## config.mk

```make
export PLATFORM = sky130hd
export DESIGN_NAME = idle_gap_frame_receiver_top
export DESIGN_NICKNAME = d
export VERILOG_FILES = /design/src/igfr_pkg.sv /design/src/igfr_ctrl.sv /design/src/igfr_out_fifo.sv /design/src/idle_gap_frame_receiver_top.sv
export SDC_FILE = /design/constraint.sdc
export NUM_CORES = 1
export LEC_CHECK = 0
export ABC_AREA = 1
export BUFFER_PORTS_ARGS = -buffer_cell sky130_fd_sc_hd__buf_2
export CORE_MARGIN = 8
export CORE_UTILIZATION = 60
export CTS_CLUSTER_DIAMETER = 50
export DETAILED_ROUTE_END_ITERATION = 12
export GPL_TIMING_DRIVEN = 0
export PLACE_DENSITY = 0.89
export SYNTH_ARGS = -nofsm -noshare
export SYNTH_HDL_FRONTEND = slang
export SYNTH_HIERARCHICAL = 1
export SYNTH_SLANG_ARGS = --single-unit
```

## constraint.sdc

```tcl
create_clock -name clk_i -period 6 [get_ports clk_i]
set_clock_uncertainty 0.1 [all_clocks]
set_input_delay 1.2 -clock clk_i [delete_from_list [all_inputs] [get_ports clk_i]]
set_output_delay 1.2 -clock clk_i [all_outputs]
set_load 0.02 [all_outputs]
```

## src/igfr_pkg.sv

```systemverilog
// Shared types and codes for the idle-gap frame receiver.
// No dependencies; imported by every module of the block.
package igfr_pkg;

  typedef enum logic [1:0] {
    ACT_START = 2'd0,
    ACT_BYTE  = 2'd1,
    ACT_TICK  = 2'd2,
    ACT_NONE  = 2'd3
  } action_e;

  typedef enum logic [1:0] {
    ST_OK       = 2'd0,
    ST_BAD_CAP  = 2'd1,
    ST_FIRST_TO = 2'd2,
    ST_TOO_LONG = 2'd3
  } status_e;

  typedef enum logic [1:0] {
    CFG_FRAME_CAPACITY = 2'd0,
    CFG_FIRST_TIMEOUT  = 2'd1,
    CFG_IDLE_TIMEOUT   = 2'd2,
    CFG_UNUSED         = 2'd3
  } cfg_idx_e;

  localparam logic       KIND_DATA = 1'b0;
  localparam logic       KIND_END  = 1'b1;
  localparam logic [7:0] CAPACITY_RESET = 8'd255;
  localparam logic [15:0] FIRST_TIMEOUT_RESET = 16'd100;
  localparam logic [15:0] IDLE_TIMEOUT_RESET = 16'd5;
  localparam logic [15:0] ELAPSED_MAX = 16'hFFFF;

  typedef struct packed {
    logic [1:0] action;
    logic [7:0] rx_byte;
  } item_t;

  typedef struct packed {
    logic       kind;
    logic [7:0] data_byte;
    logic [7:0] position;
    logic [1:0] status;
    logic [7:0] frame_length;
  } result_t;

endpackage

```

## src/igfr_ctrl.sv

```systemverilog
// Frame delimiting state machine and configuration registers.
// Depends on igfr_pkg; turns one registered item into at most one result.
module igfr_ctrl
  import igfr_pkg::*;
(
  input  logic           clk_i,
  input  logic           rst_ni,
  input  logic           cfg_we_i,
  input  logic [1:0]     cfg_idx_i,
  input  logic [15:0]    cfg_wdata_i,
  input  logic           item_valid_i,
  input  item_t          item_i,
  output logic           res_valid_o,
  output result_t        res_o
);

  typedef enum logic [1:0] {
    PH_IDLE  = 2'd0,
    PH_FIRST = 2'd1,
    PH_RECV  = 2'd2,
    PH_DRAIN = 2'd3
  } phase_e;

  phase_e      phase_q, phase_d;
  logic [15:0] elapsed_q, elapsed_d;
  logic [7:0]  count_q, count_d;
  logic [1:0]  pending_q, pending_d;
  logic [7:0]  capacity_q;
  logic [15:0] first_to_q, idle_to_q;

  logic [15:0] elapsed_inc;
  logic [15:0] limit;
  logic        expired;

  assign elapsed_inc = (elapsed_q == ELAPSED_MAX) ? elapsed_q : elapsed_q + 16'd1;
  assign limit       = (phase_q == PH_FIRST) ? first_to_q : idle_to_q;
  assign expired     = (elapsed_inc >= limit);

  always_comb begin
    phase_d     = phase_q;
    elapsed_d   = elapsed_q;
    count_d     = count_q;
    pending_d   = pending_q;
    res_valid_o = 1'b0;
    res_o       = '0;
    if (item_valid_i) begin
      case (action_e'(item_i.action))
        ACT_START: begin
          elapsed_d = '0;
          count_d   = '0;
          if (capacity_q == 8'd0) begin
            phase_d   = PH_DRAIN;
            pending_d = ST_BAD_CAP;
          end else begin
            phase_d   = PH_FIRST;
            pending_d = ST_OK;
          end
        end
        ACT_BYTE: begin
          case (phase_q)
            PH_FIRST: begin
              res_valid_o     = 1'b1;
              res_o.kind      = KIND_DATA;
              res_o.data_byte = item_i.rx_byte;
              count_d         = 8'd1;
              elapsed_d       = '0;
              phase_d         = PH_RECV;
            end
            PH_RECV: begin
              elapsed_d = '0;
              if (count_q >= capacity_q) begin
                phase_d   = PH_DRAIN;
                pending_d = ST_TOO_LONG;
              end else begin
                res_valid_o     = 1'b1;
                res_o.kind      = KIND_DATA;
                res_o.data_byte = item_i.rx_byte;
                res_o.position  = count_q;
                count_d         = count_q + 8'd1;
              end
            end
            PH_DRAIN: begin
              elapsed_d = '0;
            end
            default: ;
          endcase
        end
        ACT_TICK: begin
          if (phase_q != PH_IDLE) begin
            elapsed_d = elapsed_inc;
            if (expired) begin
              res_valid_o = 1'b1;
              res_o.kind  = KIND_END;
              phase_d     = PH_IDLE;
              case (phase_q)
                PH_FIRST: res_o.status = ST_FIRST_TO;
                PH_RECV: begin
                  res_o.status       = ST_OK;
                  res_o.frame_length = count_q;
                end
                default:  res_o.status = pending_q;
              endcase
            end
          end
        end
        default: ;
      endcase
    end
  end

  always_ff @(posedge clk_i or negedge rst_ni) begin
    if (!rst_ni) begin
      phase_q    <= PH_IDLE;
      elapsed_q  <= '0;
      count_q    <= '0;
      pending_q  <= ST_OK;
      capacity_q <= CAPACITY_RESET;
      first_to_q <= FIRST_TIMEOUT_RESET;
      idle_to_q  <= IDLE_TIMEOUT_RESET;
    end else begin
      phase_q   <= phase_d;
      elapsed_q <= elapsed_d;
      count_q   <= count_d;
      pending_q <= pending_d;
      if (cfg_we_i) begin
        case (cfg_idx_e'(cfg_idx_i))
          CFG_FRAME_CAPACITY: capacity_q <= cfg_wdata_i[7:0];
          CFG_FIRST_TIMEOUT:  first_to_q <= cfg_wdata_i;
          CFG_IDLE_TIMEOUT:   idle_to_q  <= cfg_wdata_i;
          default: ;
        endcase
      end
    end
  end

endmodule

```

## src/igfr_out_fifo.sv

```systemverilog
// Three-entry result queue that decouples the result side from the input side.
// Depends on igfr_pkg for the result type.
module igfr_out_fifo
  import igfr_pkg::*;
(
  input  logic       clk_i,
  input  logic       rst_ni,
  input  logic       push_i,
  input  result_t    push_data_i,
  output logic       out_valid_o,
  input  logic       out_stall_i,
  output result_t    out_data_o,
  output logic [1:0] count_o
);

  localparam int unsigned Depth = 3;

  result_t    mem_q [Depth];
  logic [1:0] wr_ptr_q, rd_ptr_q;
  logic [1:0] count_q;
  logic       pop;

  assign out_valid_o = (count_q != 2'd0);
  assign out_data_o  = mem_q[rd_ptr_q];
  assign pop         = out_valid_o && !out_stall_i;
  assign count_o     = count_q;

  function automatic logic [1:0] ptr_next(input logic [1:0] p);
    return (p == 2'(Depth - 1)) ? 2'd0 : p + 2'd1;
  endfunction

  always_ff @(posedge clk_i) begin
    if (push_i) begin
      mem_q[wr_ptr_q] <= push_data_i;
    end
  end

  always_ff @(posedge clk_i or negedge rst_ni) begin
    if (!rst_ni) begin
      wr_ptr_q <= '0;
      rd_ptr_q <= '0;
      count_q  <= '0;
    end else begin
      if (push_i) begin
        wr_ptr_q <= ptr_next(wr_ptr_q);
      end
      if (pop) begin
        rd_ptr_q <= ptr_next(rd_ptr_q);
      end
      case ({push_i, pop})
        2'b10:   count_q <= count_q + 2'd1;
        2'b01:   count_q <= count_q - 2'd1;
        default: count_q <= count_q;
      endcase
    end
  end

endmodule

```

## src/idle_gap_frame_receiver_top.sv

```systemverilog
// Top level of the idle-gap frame receiver: input register, control, result queue.
// Depends on igfr_pkg, igfr_ctrl and igfr_out_fifo.
//
// Usage:
//   Input channel (in_valid_i / in_stall_o) carries commands: start, received
//   byte, or a one-millisecond tick. Output channel (out_valid_o / out_stall_i)
//   carries stored bytes with their position and one frame end status per frame.
//   A transfer is one item moved at a clock edge with valid high and stall low.
//   Each transferred item is held in the input register, resolved by the control,
//   and its result is written into the result queue, from which it is offered.
//   Throughput: one item per cycle while in_stall_o is low; each item passes through
//   the input register and is resolved by a single compare and counter update.
//   in_stall_o is driven from registers only: it rises when the three-entry
//   result queue plus the item in flight could not take another result, so
//   a stalled receiver backs up the input once three results wait or are in flight.
//   Configuration writes (cfg_we_i, cfg_idx_i, cfg_wdata_i) take effect at the
//   next edge; write them only while the block is idle.
//   Reset: phase idle, counters cleared, capacity 255, first timeout 100,
//   idle timeout 5, queue empty.
module idle_gap_frame_receiver_top
  import igfr_pkg::*;
(
  input  logic        clk_i,
  input  logic        rst_ni,
  input  logic        cfg_we_i,
  input  logic [1:0]  cfg_idx_i,
  input  logic [15:0] cfg_wdata_i,
  input  logic        in_valid_i,
  output logic        in_stall_o,
  input  logic [1:0]  action_i,
  input  logic [7:0]  rx_byte_i,
  output logic        out_valid_o,
  input  logic        out_stall_i,
  output logic        kind_o,
  output logic [7:0]  data_byte_o,
  output logic [7:0]  position_o,
  output logic [1:0]  status_o,
  output logic [7:0]  frame_length_o
);

  logic       in_valid_q;
  item_t      item_q;
  logic       accept;
  logic       res_valid;
  result_t    res;
  result_t    out_data;
  logic [1:0] fifo_count;

  assign in_stall_o = ({1'b0, fifo_count} + {2'b00, in_valid_q}) > 3'd2;
  assign accept     = in_valid_i && !in_stall_o;

  always_ff @(posedge clk_i) begin
    if (accept) begin
      item_q.action  <= action_i;
      item_q.rx_byte <= rx_byte_i;
    end
  end

  always_ff @(posedge clk_i or negedge rst_ni) begin
    if (!rst_ni) begin
      in_valid_q <= 1'b0;
    end else begin
      in_valid_q <= accept;
    end
  end

  igfr_ctrl u_ctrl (
    .clk_i        (clk_i),
    .rst_ni       (rst_ni),
    .cfg_we_i     (cfg_we_i),
    .cfg_idx_i    (cfg_idx_i),
    .cfg_wdata_i  (cfg_wdata_i),
    .item_valid_i (in_valid_q),
    .item_i       (item_q),
    .res_valid_o  (res_valid),
    .res_o        (res)
  );

  igfr_out_fifo u_out_fifo (
    .clk_i       (clk_i),
    .rst_ni      (rst_ni),
    .push_i      (res_valid),
    .push_data_i (res),
    .out_valid_o (out_valid_o),
    .out_stall_i (out_stall_i),
    .out_data_o  (out_data),
    .count_o     (fifo_count)
  );

  assign kind_o         = out_data.kind;
  assign data_byte_o    = out_data.data_byte;
  assign position_o     = out_data.position;
  assign status_o       = out_data.status;
  assign frame_length_o = out_data.frame_length;

endmodule

```

==> results.ini, run 1 <==
[yosys]
synth-seq-area-share = 0.5712
synth_cells = 853
synth_edf_count = 91
yosys-top-cells-count = nand2_1, inv_1, edfxtp_1
synth_area_um2 = 8098
synth_top_cell_area_share = 0.3375
synthArstFlopShare = 0.4518
synth_area_leaders = edfxtp_1, dfrtp_1, nand2_1, ha_1, inv_1
synth_area_per_cell_um2 = 9.493
ys.flop_type = edfxtp_1
ys_ff_latch = 166
yosysMostFrequentCell = nand2_1
yosys_warnings = 6
syn-num-nets = 924
yosysTopAreaCell = edfxtp_1
yosysUniqueCellTypes = 35

[grt]
gr-usage-met2 = 0.3584
gr-max-usage-layer = met2
grt_pass1_wl_mm = 29.59
grt_usage = 0.2132
antenna_found_initial = 0
grt_util_met3 = 0.05755
grt_max_degree = 46
grt_pass1_vias = 6157
global_route.usage.met1 = 0.2546
grt.overflow.total = 0

[setup_path]
critPathMaxFanout = 27
end_kind = flop
timing.rr.start = u_ctrl/elapsed_q[0]
cp_data_required_time_ns = 5.94
cp-start-kind = flop
path_class = flop to flop
r2r_slack_ns = 1.62
max_stage_delay_ns = 0.86
reg2reg_to = u_out_fifo/mem_q[1][14]
worstPathArrival_ns = 4.32
cp_cell_sequence = ha_1, nand2_2, nor3_4, nand2_1, nor3_1, nand2_1, and2_1, ha_1, nand4_1, a21oi_1, nor2_1, nand2_1, nand2_1, a21oi_1, nand3_1, inv_1
cp_slowest_cell = inv_1
reg2reg_depth = 16
path_common_cell = nand2_1

[finish]
syn2layout_area_growth_pct = 14.46
final_util = 0.7027
multi_input_area_um2 = 2953
fillers = 890
drive_gt1_frac = 0.1570
diodes = 0
final_nets = 1007
seq_area_um2 = 4626

[sta]
worst_pin_slew_ns = 1.173
maxSlewViolCount = 0
rsz0062_at_grt = no
min_period_ns = 4.379
slew_headroom = 0.2170
max_freq_ghz = 0.2284
hold_ws_ns = 0.3885
fin_crit_sh = 0.7298
hold_viol_final = 0
setup-violations-final = 0

[cts]
ctsResizeCount = 0
cts_buffer_depth = 2
post_cts_buffers = 0
cts_tree = yes
hold_buffers = 0
clkTransAtPathRegs_ns = 0.06
h-tree-depth = 4
cts_buffers = 17
cts-root-buf = clkbuf_16
insertion_delay_ns = 0.43
cts.sinks = 166

[min_path]
holdPathStages = 2
hold_path.class = flop to flop
worstHoldStart = u_ctrl/idle_to_q[10]
min_to = u_ctrl/idle_to_q[10]

[power_and_ir_drop]
p_per_area_nw_per_um2 = 400.9
leakage_nw = 4.209
ir_drop_v = 0.0002855

[placement]
numPortBuffers = 61
gp_congestion = 0.8559
post-dp-hpwl_mm = 11.98

[floorplan]
dieArea_um2 = 17470
initial_core_util = 0.6139
row_count = 42
die-height_um = 132.2
core_region_area_um2 = 13190
io_pins = 62
die_w_um = 132.2

[detailed_routing]
routed-via-count = 6260
wl_per_cell_um = 16.10
drcViolationCount = 0
drt-total-wl_mm = 18.11
viasPerCell = 5.564
antenna_violating_nets_post_route = 0
drt_first_pass_iters = 5
dr.first_iter.drc_count = 575

[job]
cap_violations = 0

[outcome]
status = complete, no violations

## metrics by stage
stage	power, mW	worst slack (ns)	std cells	TNS [ns]	area [um2]
finish	3.715	1.621	1125	0	9269
global route	3.930	1.352	1125	0	9269
CTS	3.728	1.681	1125	0	9269
detailed placement	2.649	1.726	1093	0	8685
global placement	2.591	-0.2900	1090	-7.793	8623
floorplan	2.266	1.139	853	0	8098
## layout by cell type (no fill, tap or decap), types with 2 or more instances in the layout
cell       Yosys  layout
buf_4          2       3
xor2_1        12      12
nor2_1        55      55
o21ai_0       63      63
inv_2          2       2
a21oi_1       12      12
a31o_2         2       2
inv_1        101     101
dfrtp_1       62      62
nand4_1       10      10
edfxtp_1      91      91
nand2_4        2       2
o21ai_1        3       3
buf_6          5       6
o21a_1         2       2
nand2_2       11      11
inv_6          0       3
inv_8          0       2
nand3_2        3       3
nand3_1       49      49
dfstp_2       13      13
buf_2          5      65
clkbuf_16      0      17
nor3_1         7       6
ha_1          38      38
clkbuf_1      11      13
nor2_4         4       4
clkinv_4       0       4
mux2i_1       16      16
nand2_1      263     263
## power by group
part / switching (mW) / internal [mW]
clock network: 0.464 / 0.597
registers: 0.0922 / 1.33
logic: 0.816 / 0.412
## registers in the layout, summed over array words and instances (netlist names)
register             flops
in_valid_q               1
u_out_fifo/rd_ptr_q      2
u_ctrl/capacity_q        8
u_ctrl/idle_to_q        16
u_out_fifo/wr_ptr_q      2
u_out_fifo/count_o       2
u_ctrl/pending_q         2
u_ctrl/count_q           8
u_ctrl/first_to_q       16
u_out_fifo/mem_q        81
u_ctrl/elapsed_q        16
item_q                  10
u_ctrl/phase_q           2
## logic make-up after synthesis
logic type,count (synthesis),share of synthesized area
compound gates,85,0.05532
buf+inv,126,0.06474
flops,166,0.5712
simple gates,408,0.2148
fa+ha+maj,38,0.05871
xor+xnor,13,0.01406
mux,17,0.02117
## layer usage
layer / vias up / part of all wire
met5: - / 0
met4: 0 / 0.022
met3: 44 / 0.079
met2: 296 / 0.50
met1: 2974 / 0.40
li1: 2946 / -
## worst max-delay path by stage
| stage | to | startpoint | slack [ns] | cells past startpoint |
|---|---|---|---|---|
| 6_report | u_out_fifo/mem_q[1][14] | u_ctrl/elapsed_q[0] | 1.62 | 16 |
| 5_1_grt | u_out_fifo/mem_q[1][14] | u_ctrl/elapsed_q[0] | 1.35 | 16 |
| 4_1_cts | u_out_fifo/mem_q[1][14] | u_ctrl/elapsed_q[0] | 1.68 | 20 |
| 3_5_place_dp | u_out_fifo/mem_q[1][4] | u_ctrl/elapsed_q[0] | 1.73 | 16 |
| 3_3_place_gp | u_out_fifo/mem_q[2][21] | u_ctrl/elapsed_q[0] | -0.29 | 20 |
| 2_1_floorplan | u_out_fifo/mem_q[2][0] | u_ctrl/elapsed_q[0] | 1.14 | 20 |
## worst max-delay path, delay by kind of cell, from the launching register on
| kind | cells | cell delay [ns] |
|---|---|---|
| compound gates | 2 | 0.54 |
| fa+ha+maj | 2 | 0.52 |
| simple gates | 11 | 1.49 |
| flops | 1 | 0.45 |
| buf+inv | 1 | 0.86 |
## cell type report
cell class              count  share of cell area
multi-input cells         561              0.3186
clock buffers              20             0.04819
flip-flops and latches    166              0.4991
inverters                 103             0.04171
well taps                 176             0.02376
repair buffers             64             0.03901
clock inverters            12             0.01485
plain buffers              23             0.01485
Power figures use the tool's default switching activity.
==> inputs of run 2 (changes only) <==
--- a/config.mk
+++ b/config.mk
@@ -8,11 +8,11 @@
 export ABC_AREA = 1
 export BUFFER_PORTS_ARGS = -buffer_cell sky130_fd_sc_hd__buf_2
 export CORE_MARGIN = 8
-export CORE_UTILIZATION = 60
+export CORE_UTILIZATION = 54
 export CTS_CLUSTER_DIAMETER = 50
 export DETAILED_ROUTE_END_ITERATION = 12
 export GPL_TIMING_DRIVEN = 0
-export PLACE_DENSITY = 0.89
+export PLACE_DENSITY = 0.85
 export SYNTH_ARGS = -nofsm -noshare
 export SYNTH_HDL_FRONTEND = slang
 export SYNTH_HIERARCHICAL = 1
==> constraint.sdc (replaced) <==
create_clock -name clk_i -period 3.9 [get_ports clk_i]
set_clock_uncertainty 0.1 [all_clocks]
set_input_delay 0.78 -clock clk_i [delete_from_list [all_inputs] [get_ports clk_i]]
set_output_delay 0.78 -clock clk_i [all_outputs]
set_load 0.02 [all_outputs]
==> run 2 against run 1 <==
  * Combinational power is 53% higher
  * Critical path type unchanged
  * Sequential cell count stayed put
  * Count of clock-buffer cells in the layout is 2 lower
  * Maximum frequency is 19% higher
  * Design area is 1.6% higher
  * Clock power is 50% higher
  * Global-route usage is 2.1 points lower
  * Critical path depth is 5 higher
  * Largest cell class unchanged
  * Total power is 53% higher
  * Final cell count is 1.5% higher
  * Critical endpoint is now u_out_fifo/mem_q[0][9]
==> results.ini, run 2 (synthesis gave the netlist of run 1 again) <==
[detailed_routing]
antenna_violating_nets_post_route = 0
viasPerCell = 5.400
drt_first_pass_iters = 5
drt-total-wl_mm = 18.12
drcViolationCount = 0
dr.first_iter.drc_count = 617
routed-via-count = 6167
wl_per_cell_um = 15.87

[power_and_ir_drop]
ir_drop_v = 0.0003856
leakage_nw = 4.221
p_per_area_nw_per_um2 = 602.4
power_mw = 5.672

[floorplan]
io_pins = 62
initial_core_util = 0.5551
row_count = 44
die_w_um = 138.5
dieArea_um2 = 19170
core_region_area_um2 = 14590
die-height_um = 138.5

[cts]
insertion_delay_ns = 0.43
h-tree-depth = 4
cts_tree = yes
cts-root-buf = clkbuf_16
cts_buffers = 17
cts_buffer_depth = 2
clkTransAtPathRegs_ns = 0.07
cts.sinks = 166

[min_path]
hold_path.class = input pin to async pin

[grt]
grt_pass1_vias = 6225
grt_max_degree = 41
grt_usage = 0.1925
antenna_found_initial = 0
grt.overflow.total = 0
grt_pass1_wl_mm = 30.01

[placement]
dpl.cell_count = 1099
numPortBuffers = 61
post-dp-hpwl_mm = 11.92
gp_congestion = 0.8852
place_ws_ns = -0.5907
placed_area_um2 = 8667

[job]
cap_violations = 0

[finish]
final_util = 0.6454
fillers = 1051
drive_gt1_frac = 0.1722
postLayoutCellArea_um2 = 9415
final_nets = 1016
largest_reg_flops = 81
diodes = 0
final_cell_mix = nand2_1, inv_1, edfxtp_1
multi_input_area_um2 = 2992
mostFrequentLayoutCell = nand2_1
syn2layout_area_growth_pct = 16.27
fin_cells = 1142
regMostFlops = u_out_fifo/mem_q
seq_area_um2 = 4627

[sta]
maxSlewViolCount = 0
setup-violations-final = 0
rsz0062_at_grt = yes
min_period_ns = 3.676
slew_headroom = 0.4417
fin_crit_sh = 0.9426
worst_pin_slew_ns = 0.8375
hold_ws_ns = 0.2076
hold_viol_final = 0
postLayoutSetupSlackWorst_ns = 0.2239
max_freq_ghz = 0.2720
fin_tns_setup_ns = 0

[setup_path]
max_stage_delay_ns = 0.42
cp_cell_sequence = ha_1, nand2_2, nor3_4, nand2_2, nor2_4, inv_2, buf_6, nand2_2, nand2_1, ha_1, nand4_1, nor2_1, nor2_1, nand2_1, nand2_1, nand2_1, nand2_1, a21oi_4, nand3_1, clkinvlp_4, buf_12
critPathMaxFanout = 14
reg2reg_depth = 21
path_common_cell = nand2_1
end_kind = flop
path_class = flop to flop
cp_data_required_time_ns = 3.94
cp_slowest_cell = dfrtp_1
cp-start-kind = flop
worstPathArrival_ns = 3.72

[outcome]
status = complete, no violations

run 2: cell types whose count changed in the layout (fill, tap and decap cells not counted), sizes merged:
cell      change
buf           +6
clkinvlp      +6
clkbuf        -2
bufinv        -1
inv           -1
nor3          +1
run 2: power breakdown:
| part | leakage (nW) | switching, mW | internal (mW) |
|---|---|---|---|
| clock | 0.269 | 0.749 | 0.843 |
| combinational | 2.23 | 1.24 | 0.638 |
| sequential | 1.72 | 0.147 | 2.05 |
| total | 4.22 | 2.14 | 3.53 |
run 2: worst paths after layout:
kind | from | end | slack [ns]
max in group asynchronous | rst_ni | u_ctrl/first_to_q[2] | 2.85
hold / removal | rst_ni | u_ctrl/idle_to_q[10] | 0.21
setup / recovery | u_ctrl/elapsed_q[1] | u_out_fifo/mem_q[0][9] | 0.22
setup reg to reg | u_ctrl/elapsed_q[1] | u_out_fifo/mem_q[0][9] | 0.22
hold reg to reg | u_ctrl/first_to_q[8] | u_ctrl/first_to_q[8] | 0.38
min in group clk_i | u_ctrl/first_to_q[8] | u_ctrl/first_to_q[8] | 0.38
run 2: routing by layer:
layer	track usage	routed length [um]
met1	0.2331	7702
met2	0.3173	8806
met3	0.04795	1048
met4	0.08924	560
met5	0	0
run 2: cell type report:
type,instances,share of cell area
flip-flops and latches,166,0.4914
multi-input cells,562,0.3177
repair buffers,70,0.04784
clock buffers,18,0.04558
inverters,103,0.04186
well taps,184,0.02445
clock inverters,14,0.01488
plain buffers,23,0.01462
repair inverters,2,0.001595
run 2: timing repair:
item                       4_1_cts  5_1_grt
hold buffers                     0        0
pin swaps                        2        0
gates resized for setup          5        5
buffers inserted                 6        2
setup endpoints to repair       81       83
cloned                           3        0
run 2: critical path, delay by kind of cell, from the launching register on:
kind | cells | cell delay (ns)
buffers and inverters | 4 | 0.56
AND/OR/NAND/NOR | 14 | 1.59
flip-flops | 1 | 0.42
adder cells (fa/ha/maj) | 2 | 0.50
AO/OA/AOI/OAI | 1 | 0.20
